**src/hw/rtl/fcac_pkg.sv**
```systemverilog
// Shared types and constants for the frame checker with additive checksum.
// Used by fcac_parser and frame_checker_additive_checksum_core; no dependencies.
`default_nettype none

package fcac_pkg;

    // Frame delimiters.
    localparam logic [7:0] HDR_FIRST  = 8'hA0;
    localparam logic [7:0] HDR_SECOND = 8'hA2;
    localparam logic [7:0] TRL_FIRST  = 8'hB0;
    localparam logic [7:0] TRL_SECOND = 8'hB3;

    // Payload bound and register widths.
    localparam int unsigned MAX_PAYLOAD_DEFAULT = 256;
    localparam int unsigned CMD_W   = 8;
    localparam int unsigned SIZE_W  = 9;
    localparam int unsigned SUM_W   = 16;
    localparam int unsigned CFG_IDX_W = 1;
    localparam int unsigned CFG_DATA_W = 9;

    // Configuration register indexes.
    typedef enum logic [CFG_IDX_W-1:0] {
        CFG_EXPECTED_COMMAND = 1'b0,
        CFG_PAYLOAD_SIZE     = 1'b1
    } t_cfg_index;

    // Frame status codes.
    typedef enum logic [2:0] {
        ST_OK       = 3'd0,
        ST_DELIM    = 3'd1,
        ST_LENGTH   = 3'd2,
        ST_COMMAND  = 3'd3,
        ST_CHECKSUM = 3'd4
    } t_status;

    // Result kind.
    localparam logic KIND_PAYLOAD = 1'b0;
    localparam logic KIND_STATUS  = 1'b1;

    // One result item from the parser.
    typedef struct packed {
        logic       valid;
        logic       kind;
        logic [7:0] data_byte;
        t_status    status;
        logic       last;
    } t_result;

endpackage

`default_nettype wire

```
**src/hw/rtl/fcac_parser.sv**
```systemverilog
// Frame parser: tracks position, running sum and error flags for one frame.
// Depends on fcac_pkg for delimiters, status codes and the result struct.
`default_nettype none

module fcac_parser #(
    parameter int unsigned MAX_PAYLOAD = fcac_pkg::MAX_PAYLOAD_DEFAULT
) (
    input  wire logic                          i_clk,
    input  wire logic                          i_rst_n,
    input  wire logic                          i_fire,
    input  wire logic [7:0]                    i_byte,
    input  wire logic                          i_restart,
    input  wire logic [fcac_pkg::CMD_W-1:0]    i_cmd,
    input  wire logic [fcac_pkg::SIZE_W-1:0]   i_size,
    output fcac_pkg::t_result                  o_result
);

    // The size register can never exceed its own range, so cap the bound there.
    localparam int unsigned SizeMax = (1 << fcac_pkg::SIZE_W) - 1;
    localparam int unsigned SizeCap = (MAX_PAYLOAD < SizeMax) ? MAX_PAYLOAD : SizeMax;
    localparam int unsigned PosW    = $clog2(SizeCap + 9);
    localparam logic [fcac_pkg::SIZE_W-1:0] SizeLimit = fcac_pkg::SIZE_W'(SizeCap);

    logic [PosW-1:0]              r_pos, n_pos;
    logic [fcac_pkg::SUM_W-1:0]   r_sum, n_sum;
    logic [7:0]                   r_len_high, n_len_high;
    logic [7:0]                   r_chk_high, n_chk_high;
    logic                         r_delim_bad, n_delim_bad;
    logic                         r_len_bad, n_len_bad;
    logic                         r_cmd_bad, n_cmd_bad;

    logic [fcac_pkg::SIZE_W-1:0]  size_eff;
    logic [PosW-1:0]              size_pos;
    logic [PosW-1:0]              cur_pos;
    logic [fcac_pkg::SUM_W-1:0]   cur_sum;
    logic [7:0]                   cur_len_high;
    logic [7:0]                   cur_chk_high;
    logic                         cur_delim, cur_len, cur_cmd;
    logic                         final_delim;

    // Clamp the configured size and extend it to the position width.
    assign size_eff = (i_size > SizeLimit) ? SizeLimit : i_size;
    assign size_pos = PosW'(size_eff);

    // A restart discards the frame in progress before this byte is handled.
    assign cur_pos      = i_restart ? '0 : r_pos;
    assign cur_sum      = i_restart ? '0 : r_sum;
    assign cur_len_high = i_restart ? '0 : r_len_high;
    assign cur_chk_high = i_restart ? '0 : r_chk_high;
    assign cur_delim    = i_restart ? 1'b0 : r_delim_bad;
    assign cur_len      = i_restart ? 1'b0 : r_len_bad;
    assign cur_cmd      = i_restart ? 1'b0 : r_cmd_bad;
    assign final_delim  = cur_delim | (i_byte != fcac_pkg::TRL_SECOND);

    // Per-byte frame decode and result selection.
    always_comb begin
        n_pos       = cur_pos + PosW'(1);
        n_sum       = cur_sum;
        n_len_high  = cur_len_high;
        n_chk_high  = cur_chk_high;
        n_delim_bad = cur_delim;
        n_len_bad   = cur_len;
        n_cmd_bad   = cur_cmd;
        o_result    = '{valid: 1'b0, kind: fcac_pkg::KIND_PAYLOAD, data_byte: 8'd0,
                        status: fcac_pkg::ST_OK, last: 1'b0};

        if (cur_pos >= size_pos + PosW'(8)) begin
            // Final trailer byte: report the status and close the frame.
            o_result.valid = 1'b1;
            o_result.kind  = fcac_pkg::KIND_STATUS;
            o_result.last  = 1'b1;
            if (final_delim) begin
                o_result.status = fcac_pkg::ST_DELIM;
            end else if (cur_len) begin
                o_result.status = fcac_pkg::ST_LENGTH;
            end else if (cur_cmd) begin
                o_result.status = fcac_pkg::ST_COMMAND;
            end else if (cur_sum != '0) begin
                o_result.status = fcac_pkg::ST_CHECKSUM;
            end else begin
                o_result.status = fcac_pkg::ST_OK;
            end
            n_pos       = '0;
            n_sum       = '0;
            n_len_high  = '0;
            n_chk_high  = '0;
            n_delim_bad = 1'b0;
            n_len_bad   = 1'b0;
            n_cmd_bad   = 1'b0;
        end else if (cur_pos == PosW'(0)) begin
            n_delim_bad = cur_delim | (i_byte != fcac_pkg::HDR_FIRST);
        end else if (cur_pos == PosW'(1)) begin
            n_delim_bad = cur_delim | (i_byte != fcac_pkg::HDR_SECOND);
        end else if (cur_pos == PosW'(2)) begin
            n_len_high = i_byte;
        end else if (cur_pos == PosW'(3)) begin
            n_len_bad = cur_len |
                ({cur_len_high, i_byte} != (fcac_pkg::SUM_W'(size_eff) + 16'd1));
        end else if (cur_pos == PosW'(4)) begin
            n_cmd_bad = cur_cmd | (i_byte != i_cmd);
            n_sum     = fcac_pkg::SUM_W'(i_byte);
        end else if (cur_pos < size_pos + PosW'(5)) begin
            // Payload byte: accumulate and pass it on.
            n_sum              = cur_sum + fcac_pkg::SUM_W'(i_byte);
            o_result.valid     = 1'b1;
            o_result.data_byte = i_byte;
        end else if (cur_pos == size_pos + PosW'(5)) begin
            n_chk_high = i_byte;
        end else if (cur_pos == size_pos + PosW'(6)) begin
            // Zero after this XOR means the checksum matched.
            n_sum = cur_sum ^ {cur_chk_high, i_byte};
        end else begin
            n_delim_bad = cur_delim | (i_byte != fcac_pkg::TRL_FIRST);
        end
    end

    // Frame control state, including the captured high bytes of the 16-bit fields.
    always_ff @(posedge i_clk) begin
        if (!i_rst_n) begin
            r_pos       <= '0;
            r_sum       <= '0;
            r_len_high  <= '0;
            r_chk_high  <= '0;
            r_delim_bad <= 1'b0;
            r_len_bad   <= 1'b0;
            r_cmd_bad   <= 1'b0;
        end else if (i_fire) begin
            r_pos       <= n_pos;
            r_sum       <= n_sum;
            r_len_high  <= n_len_high;
            r_chk_high  <= n_chk_high;
            r_delim_bad <= n_delim_bad;
            r_len_bad   <= n_len_bad;
            r_cmd_bad   <= n_cmd_bad;
        end
    end

`ifndef NO_ASSERTIONS
    // A status transfer always returns the parser to the start of a frame.
    a_final_clears: assert property (@(posedge i_clk) disable iff (!i_rst_n)
        i_fire && o_result.valid && o_result.last |=> r_pos == '0 && r_sum == '0)
        else $error("parser state not cleared after frame status");

    // Position never runs past the final trailer position.
    a_pos_bound: assert property (@(posedge i_clk) disable iff (!i_rst_n)
        r_pos <= PosW'(SizeCap + 8))
        else $error("frame position out of range");

    // Error flags only become set while bytes are being consumed.
    a_flags_quiet: assert property (@(posedge i_clk) disable iff (!i_rst_n)
        !$past(i_fire) && $past(i_rst_n) |-> $stable(r_delim_bad) && $stable(r_len_bad)
            && $stable(r_cmd_bad) && $stable(r_pos))
        else $error("parser state moved without an input byte");
`endif

endmodule

`default_nettype wire

```
**src/hw/rtl/frame_checker_additive_checksum_core.sv**
```systemverilog
// Top level of the reply frame checker: stream ports, config registers, pipeline.
// Depends on fcac_pkg and fcac_parser.
`default_nettype none

// Receives a reply frame one byte per transfer (A0 A2, big-endian length =
// payload size + 1, command, payload, big-endian 16-bit sum of command and
// payload, B0 B3). Payload bytes come out as they arrive with tuser low; after
// the final trailer byte one transfer with tuser and tlast high carries the
// frame status (0 ok, 1 header/trailer, 2 length, 3 command, 4 checksum).
// Setting the input tuser restarts the frame on that byte. The block takes one
// byte per clock while the output is not held back: each byte passes an input
// register, a combinational compare and 16-bit add in the parser, and lands in
// the output register. Input stalls come only from a result waiting on
// m_axis_tready. Write the configuration only while no frame byte is in
// flight.
module frame_checker_additive_checksum_core #(
    parameter int unsigned MAX_PAYLOAD = fcac_pkg::MAX_PAYLOAD_DEFAULT
) (
    input  wire logic                                i_clk,
    input  wire logic                                i_rst_n,
    // Configuration write port.
    input  wire logic                                i_cfg_we,
    input  wire logic [fcac_pkg::CFG_IDX_W-1:0]      i_cfg_index,
    input  wire logic [fcac_pkg::CFG_DATA_W-1:0]     i_cfg_data,
    // Input stream.
    input  wire logic                                s_axis_tvalid,
    output      logic                                s_axis_tready,
    input  wire logic [7:0]                          s_axis_tdata,  // [7:0] rx_byte
    input  wire logic                                s_axis_tuser,  // [0] restart
    // Output stream.
    output      logic                                m_axis_tvalid,
    input  wire logic                                m_axis_tready,
    output      logic [15:0]                         m_axis_tdata,  // [7:0] data_byte,
                                                                    // [10:8] frame_status
    output      logic                                m_axis_tuser,  // [0] kind
    output      logic                                m_axis_tlast
);

    logic [fcac_pkg::CMD_W-1:0]  r_expected_command;
    logic [fcac_pkg::SIZE_W-1:0] r_payload_size;

    logic       r_in_valid;
    logic [7:0] r_in_byte;
    logic       r_in_restart;

    logic       r_out_valid;
    logic       r_out_kind;
    logic [7:0] r_out_byte;
    logic [2:0] r_out_status;
    logic       r_out_last;

    logic              out_free;
    logic              fire;
    logic              in_take;
    fcac_pkg::t_result result;

    // Configuration register decode.
    always_ff @(posedge i_clk) begin
        if (!i_rst_n) begin
            r_expected_command <= '0;
            r_payload_size     <= '0;
        end else if (i_cfg_we) begin
            unique case (fcac_pkg::t_cfg_index'(i_cfg_index))
                fcac_pkg::CFG_EXPECTED_COMMAND: begin
                    r_expected_command <= i_cfg_data[fcac_pkg::CMD_W-1:0];
                end
                fcac_pkg::CFG_PAYLOAD_SIZE: begin
                    r_payload_size <= i_cfg_data[fcac_pkg::SIZE_W-1:0];
                end
                default: begin
                end
            endcase
        end
    end

    // The parser consumes the held byte when the output register can take a result.
    assign out_free      = !r_out_valid || m_axis_tready;
    assign fire          = r_in_valid && out_free;
    assign s_axis_tready = !r_in_valid || fire;
    assign in_take       = s_axis_tvalid && s_axis_tready;

    // Input register.
    always_ff @(posedge i_clk) begin
        if (!i_rst_n) begin
            r_in_valid <= 1'b0;
        end else if (in_take) begin
            r_in_valid <= 1'b1;
        end else if (fire) begin
            r_in_valid <= 1'b0;
        end
    end

    always_ff @(posedge i_clk) begin
        if (in_take) begin
            r_in_byte    <= s_axis_tdata;
            r_in_restart <= s_axis_tuser;
        end
    end

    fcac_parser #(
        .MAX_PAYLOAD (MAX_PAYLOAD)
    ) u_parser (
        .i_clk     (i_clk),
        .i_rst_n   (i_rst_n),
        .i_fire    (fire),
        .i_byte    (r_in_byte),
        .i_restart (r_in_restart),
        .i_cmd     (r_expected_command),
        .i_size    (r_payload_size),
        .o_result  (result)
    );

    // Output register.
    always_ff @(posedge i_clk) begin
        if (!i_rst_n) begin
            r_out_valid <= 1'b0;
        end else if (fire && result.valid) begin
            r_out_valid <= 1'b1;
        end else if (m_axis_tready) begin
            r_out_valid <= 1'b0;
        end
    end

    always_ff @(posedge i_clk) begin
        if (fire && result.valid) begin
            r_out_kind   <= result.kind;
            r_out_byte   <= result.data_byte;
            r_out_status <= result.status;
            r_out_last   <= result.last;
        end
    end

    assign m_axis_tvalid = r_out_valid;
    assign m_axis_tdata  = {5'd0, r_out_status, r_out_byte};
    assign m_axis_tuser  = r_out_kind;
    assign m_axis_tlast  = r_out_last;

`ifndef NO_ASSERTIONS
    // A held input byte stays held until the parser consumes it.
    a_in_hold: assert property (@(posedge i_clk) disable iff (!i_rst_n)
        r_in_valid && !fire |=> r_in_valid && $stable(r_in_byte) && $stable(r_in_restart))
        else $error("held input byte lost before processing");

    // Only the status transfer ends a frame.
    a_last_is_status: assert property (@(posedge i_clk) disable iff (!i_rst_n)
        m_axis_tvalid && m_axis_tlast |-> m_axis_tuser == fcac_pkg::KIND_STATUS)
        else $error("tlast on a payload transfer");

    // Payload transfers carry an ok status, status transfers a zero data byte.
    a_field_zero: assert property (@(posedge i_clk) disable iff (!i_rst_n)
        m_axis_tvalid |-> (m_axis_tuser == fcac_pkg::KIND_PAYLOAD && m_axis_tdata[15:8] == 8'd0)
            || (m_axis_tuser == fcac_pkg::KIND_STATUS && m_axis_tdata[7:0] == 8'd0
                && m_axis_tdata[15:11] == 5'd0))
        else $error("unused output field not zero");

    // A result is never produced without a consumed byte behind it.
    a_out_source: assert property (@(posedge i_clk) disable iff (!i_rst_n)
        $rose(m_axis_tvalid) |-> $past(fire))
        else $error("output transfer without a processed byte");
`endif

endmodule

`default_nettype wire

```
**config.mk**
```make
export PLATFORM = sky130hd
export DESIGN_NAME = frame_checker_additive_checksum_core
export DESIGN_NICKNAME = d
export VERILOG_FILES = /design/src/hw/rtl/fcac_pkg.sv /design/src/hw/rtl/fcac_parser.sv /design/src/hw/rtl/frame_checker_additive_checksum_core.sv
export SDC_FILE = /design/constraint.sdc
export NUM_CORES = 1
export LEC_CHECK = 0
export BUFFER_PORTS_ARGS = -buffer_cell sky130_fd_sc_hd__buf_2
export CORE_ASPECT_RATIO = 0.75
export CORE_MARGIN = 2
export CORE_UTILIZATION = 33
export DETAILED_ROUTE_END_ITERATION = 8
export SLEW_MARGIN = 40
export SYNTH_ARGS = -nofsm -noshare
export SYNTH_HDL_FRONTEND = slang
export SYNTH_SLANG_ARGS = --single-unit
```
**constraint.sdc**
```tcl
create_clock -name i_clk -period 11.97 [get_ports i_clk]
set_clock_uncertainty 0.15 [all_clocks]
set_input_delay 2.9925 -clock i_clk [delete_from_list [all_inputs] [get_ports i_clk]]
set_output_delay 2.9925 -clock i_clk [all_outputs]
set_load 0.005 [all_outputs]
```
Word level (Yosys, flattened, before mapping)
Index checks and enable logic that the tools add are counted.

Multiplexer cells: 67. Reduce and logical (&&, ||, !) cells: 16. Equal/unequal tests: 12. Order comparisons: 3. Bitwise gates (word level): 10. Add/sub/neg operators: 6.

Operators by type and width (number): 16-bit two-way mux (10); 8-bit two-way mux (14); 1-bit two-way mux (37); 8-bit inequality test, second input constant (4); 9-bit two-way mux (3); 9-bit by 3-bit adder with 9-bit output, second input constant (2); 9-bit by 2-bit == test with 1-bit output, second input constant (2); 9-bit == test (2); 16-bit by 8-bit adder with 16-bit output (1); 16-bit inequality test (1); 16-bit nonzero test (1); 16-bit bitwise XOR (1); 9-bit by 1-bit adder with 10-bit output, second input constant (1); 9-bit by 1-bit adder with 9-bit output, second input constant (1); 9-bit by 4-bit adder with 9-bit output, second input constant (1); 9-bit by 1-bit == test with 1-bit output, second input constant (1); 9-bit by 3-bit == test with 1-bit output, second input constant (1); 9-bit greater-or-equal comparator (1); 9-bit > comparator, second input constant (1); 9-bit logical NOT (1); 9-bit < comparator (1); 8-bit inequality test (1); 7-bit OR reduction (1); 1-bit OR (6); other kinds (10) (19).

Logic and storage cells: 133. Register bits after elaboration: 85. Input port bits: 24. Output and inout port bits: 20.

Logic depth before layout (Yosys ltp)
Depth after elaboration: 13. Depth in mapped cells: 21. Gate-level depth less buffers: 16.

Modules after synthesis
Synthesis repeated with hierarchy kept, for this count alone.

Cell total of the unflattened synthesis: 749. Area, all modules: 6070.8 um^2.

Modules (own cells, without submodules): fcac_parser (area an instance 4614.4 um^2, instances 1, cells an instance 641, sequential area each 880.8 um^2); frame_checker_additive_checksum_core (area an instance 1456.4 um^2, instances 1, cells an instance 108, sequential area each 1041.0 um^2).

Worst setup path after synthesis
No wires, ideal clock.

Path type: input port to output port. From: in m_axis_tready. To: out s_axis_tready. Required time: 8828 ps. Data arrival time: 3166 ps. Buffers on the path: 0. Stages on the path: 1. Setup slack: 5661 ps. Path through: nand3b_1.

Cells in the longest elaborated chain, start to end: 3.

Ends and longest elaborated chain: start, declared (RTL line frame_checker_additive_checksum_core.sv:32) `input wire logic m_axis_tready,`; 1-bit logical OR (RTL line frame_checker_additive_checksum_core.sv:77) `assign out_free = !r_out_valid || m_axis_tready;`; 1-bit logical AND (RTL line frame_checker_additive_checksum_core.sv:78) `assign fire = r_in_valid && out_free;`; 1-bit logical OR (RTL line frame_checker_additive_checksum_core.sv:79) `assign s_axis_tready = !r_in_valid || fire;`; end, declared (RTL line frame_checker_additive_checksum_core.sv:27) `output logic s_axis_tready,`.

Every way passes these cells.

Final worst setup path
Ends and elaborated chain as after synthesis.

==> reports/results.ini <==
[floorplanning]
row_count = 42
coreArea_um2 = 17450
die_area_um2 = 18740
die_h_um = 119.1
start_util = 0.3339
pin_count = 44
die-width_um = 157.4

[setup_path]
cp.arrival_ps = 3410
rrSetupSlack_ps = 6870
cp_data_required_time_ps = 8830
path_max_fanout = 3
r2r_end = r_out_status[0]
crit_path_end_kind = output port
worstSetupPathType = input pin to output port
crit_start = m_axis_tready
r2r_start = r_payload_size[8]
r2r.worst_path.cells = 14
startpoint_type = input pin

[place]
pre_cts_ws_ps = 5419
placed_cell_area_um2 = 6133
dp_hpwl_um = 12300
globalplace.congestion = 0.9145
io_buffers = 38

[timing]
setup_viol = 0
maxSlewHeadroom = 0.4663
post-route-period-util = 0.5474
drv_slew = 0
setup_tns_ps = 0
rsz0062_at_grt = false
max_freq_ghz = 0.1526
worst_slew_pin_slew_ps = 799.5
setup_slack_ps = 5417
period_minus_slack_ps = 6553
hold_viol = 0

[finish]
layout-drive-gt1-share = 0.09726
multi_input_area_um2 = 3659
syn_to_final_growth_pct = 10.67
ff_latch_area_um2 = 1892
antenna_cells = 0
num-fill-cells = 1846
fin_area_um2 = 6447
nets = 782

[grt]
overflow = 0
grtUsageMet2 = 0.2675
use_met3 = 0.04112
grt_max_degree = 35
first_global_vias = 4973
grt_pass1_wl_um = 27610
met1_usage = 0.2901
grt_most_used_layer = met1
track_usage = 0.1916
antenna_found_initial = 0

[pwr]
leakage_nw = 2.390
p_switching_uw = 184.7
power_density_nw_per_um2 = 104.8
comb_power_share = 0.106
pwr-share-clk = 0.434
seqPwrFrac = 0.460
switching_share = 0.2735
ir_drop_uv = 95.28
total_power_uw = 675.4
intPower_uw = 490.7

[routing]
dr.first_iter.drc_count = 646
wl_per_cell_um = 17.74
vias_per_cell = 5.489
firstDrtPassIters = 6
detail-route-antenna-nets = 0
wl_um = 17250
vias = 5335
drc = 0

[clock_network]
post_cts_buffers = 0
cts_made_buffers = 9
cts-root-buf = clkbuf_16
ctsLongestPathBuffers = 2
cts.hold.buffers_added = 0
cts_tree = done
clk_pin_slew_ps = 60
cts_sinks = 84
h-tree-depth = 3
post_cts_resized = 0
insertion_delay_ps = 360

[yosys]
async_reset_ff_frac = 0
synthTopCellsByArea = dfxtp_1 22%, edfxtp_1 11%, ha_1 6.9%, nor2_1 5.0%, nand2_1 4.3%
synthesis.instances = 719
synth_top_area_share = 0.2165
synth_cell_types = 73
synth_edf_count = 21
yosys.area.top_type = dfxtp_1
ys.flop_type = dfxtp_1
ys_ff_latch = 84
yosys_warnings = 0
synth-seq-area-share = 0.3247
syn_area_per_cell_um2 = 8.102
synth.cell_area_um2 = 5826

[worst_hold_path]
hold_start = u_parser.r_len_bad
worstHoldPathCells = 2
holdPathEnd = u_parser.r_len_bad
hold_class = flop to flop

[run]
drv_cap = 0

[status]
status = completed

## per-layer routing
layer	vias up	wire (µm)
met5	-	0
met4	0	397
met3	31	1337
met2	204	6834
met1	2483	8679
li1	2617	-
## synthesized netlist by cell type, drive strengths merged, types with 3 or more instances
library cell  count
nor2             77
nand2            66
dfxtp            63
a21oi            41
o21ai            36
clkbuf           35
nand3            33
ha               32
nor2b            24
xnor2            23
edfxtp           21
nor3             19
inv              18
a22oi            17
buf              16
xor2             15
mux2i            14
nand2b           13
and2             12
nand4            11
nor4             11
a31oi            10
a21o              8
a32oi             8
and3              7
o211ai            7
nor3b             6
o31ai             6
or3               6
a211oi            5
o21a              4
a2111oi           3
a211o             3
a31o              3
a32o              3
nor4b             3
o21bai            3
or4               3
## worst max-delay path by stage
stage and end:
2_1_floorplan s_axis_tready, 3_3_place_gp s_axis_tready, 3_5_place_dp s_axis_tready, 4_1_cts s_axis_tready, 5_1_grt s_axis_tready, 6_report s_axis_tready
## critical path: stages
cell and delay, ps:
buf_2 100, nand3b_1 170, buf_2 150
## layout by cell type, fill, tap and decap left out, types with 15 or more instances in the layout
cell type,Yosys,final
nor2_1,77,77
nand2_1,66,66
dfxtp_1,63,63
a21oi_1,41,41
buf_2,5,38
o21ai_0,34,34
nand3_1,32,32
ha_1,32,32
nor2b_1,24,23
xnor2_1,23,23
edfxtp_1,21,21
nor3_1,19,19
inv_1,18,18
a22oi_1,17,17
xor2_1,15,15
## final cells by class
class / count / area share
clock buffers: 12 / 0.04328
clock inverters: 4 / 0.004269
inverters: 18 / 0.01048
multi-input cells: 570 / 0.5674
flip-flops and latches: 84 / 0.2934
well taps: 242 / 0.04696
repair buffers: 42 / 0.03415
## per-stage QoR
step / instances / hold WS (ps) / utilization
floorplan: 723 / 294.5 / -
global placement: 956 / 314.5 / 0.3515
detailed placement: 956 / 319.4 / 0.3515
CTS: 972 / 329.2 / 0.3691
global route: 972 / 361.2 / 0.3696
finish: 972 / 335.2 / 0.3696
## power by group through the flow
stage          Clock (mW)  Combinational (mW)  Sequential (mW)
3_3_place_gp            0              0.0701            0.317
4_1_cts             0.298              0.0712            0.310
2_1_floorplan           0              0.0576            0.307
6_report            0.293              0.0718            0.311
3_5_place_dp            0              0.0707            0.317
5_1_grt             0.311              0.0803            0.312
## cells by family after synthesis
logic type,count (synthesis),synth area share
mux,14,0.02405
compound gates,176,0.2058
buf+inv,69,0.05133
flops,84,0.3247
simple gates,304,0.2642
fa+ha+maj,33,0.07216
other cells,1,0.0006437
xor+xnor,38,0.05713
## sequential cells by signal, indices dropped and copies added (netlist names)
| signal | count |
|---|---|
| m_axis_tlast | 1 |
| m_axis_tvalid | 1 |
| r_expected_command | 8 |
| r_in_byte | 8 |
| r_in_restart | 1 |
| r_in_valid | 1 |
| r_out_byte | 8 |
| r_out_status | 3 |
| r_payload_size | 9 |
| u_parser.r_chk_high | 8 |
| u_parser.r_cmd_bad | 1 |
| u_parser.r_delim_bad | 1 |
| u_parser.r_len_bad | 1 |
| u_parser.r_len_high | 8 |
| u_parser.r_pos | 9 |
| u_parser.r_sum | 16 |
(Power assumes the default switching activity.)
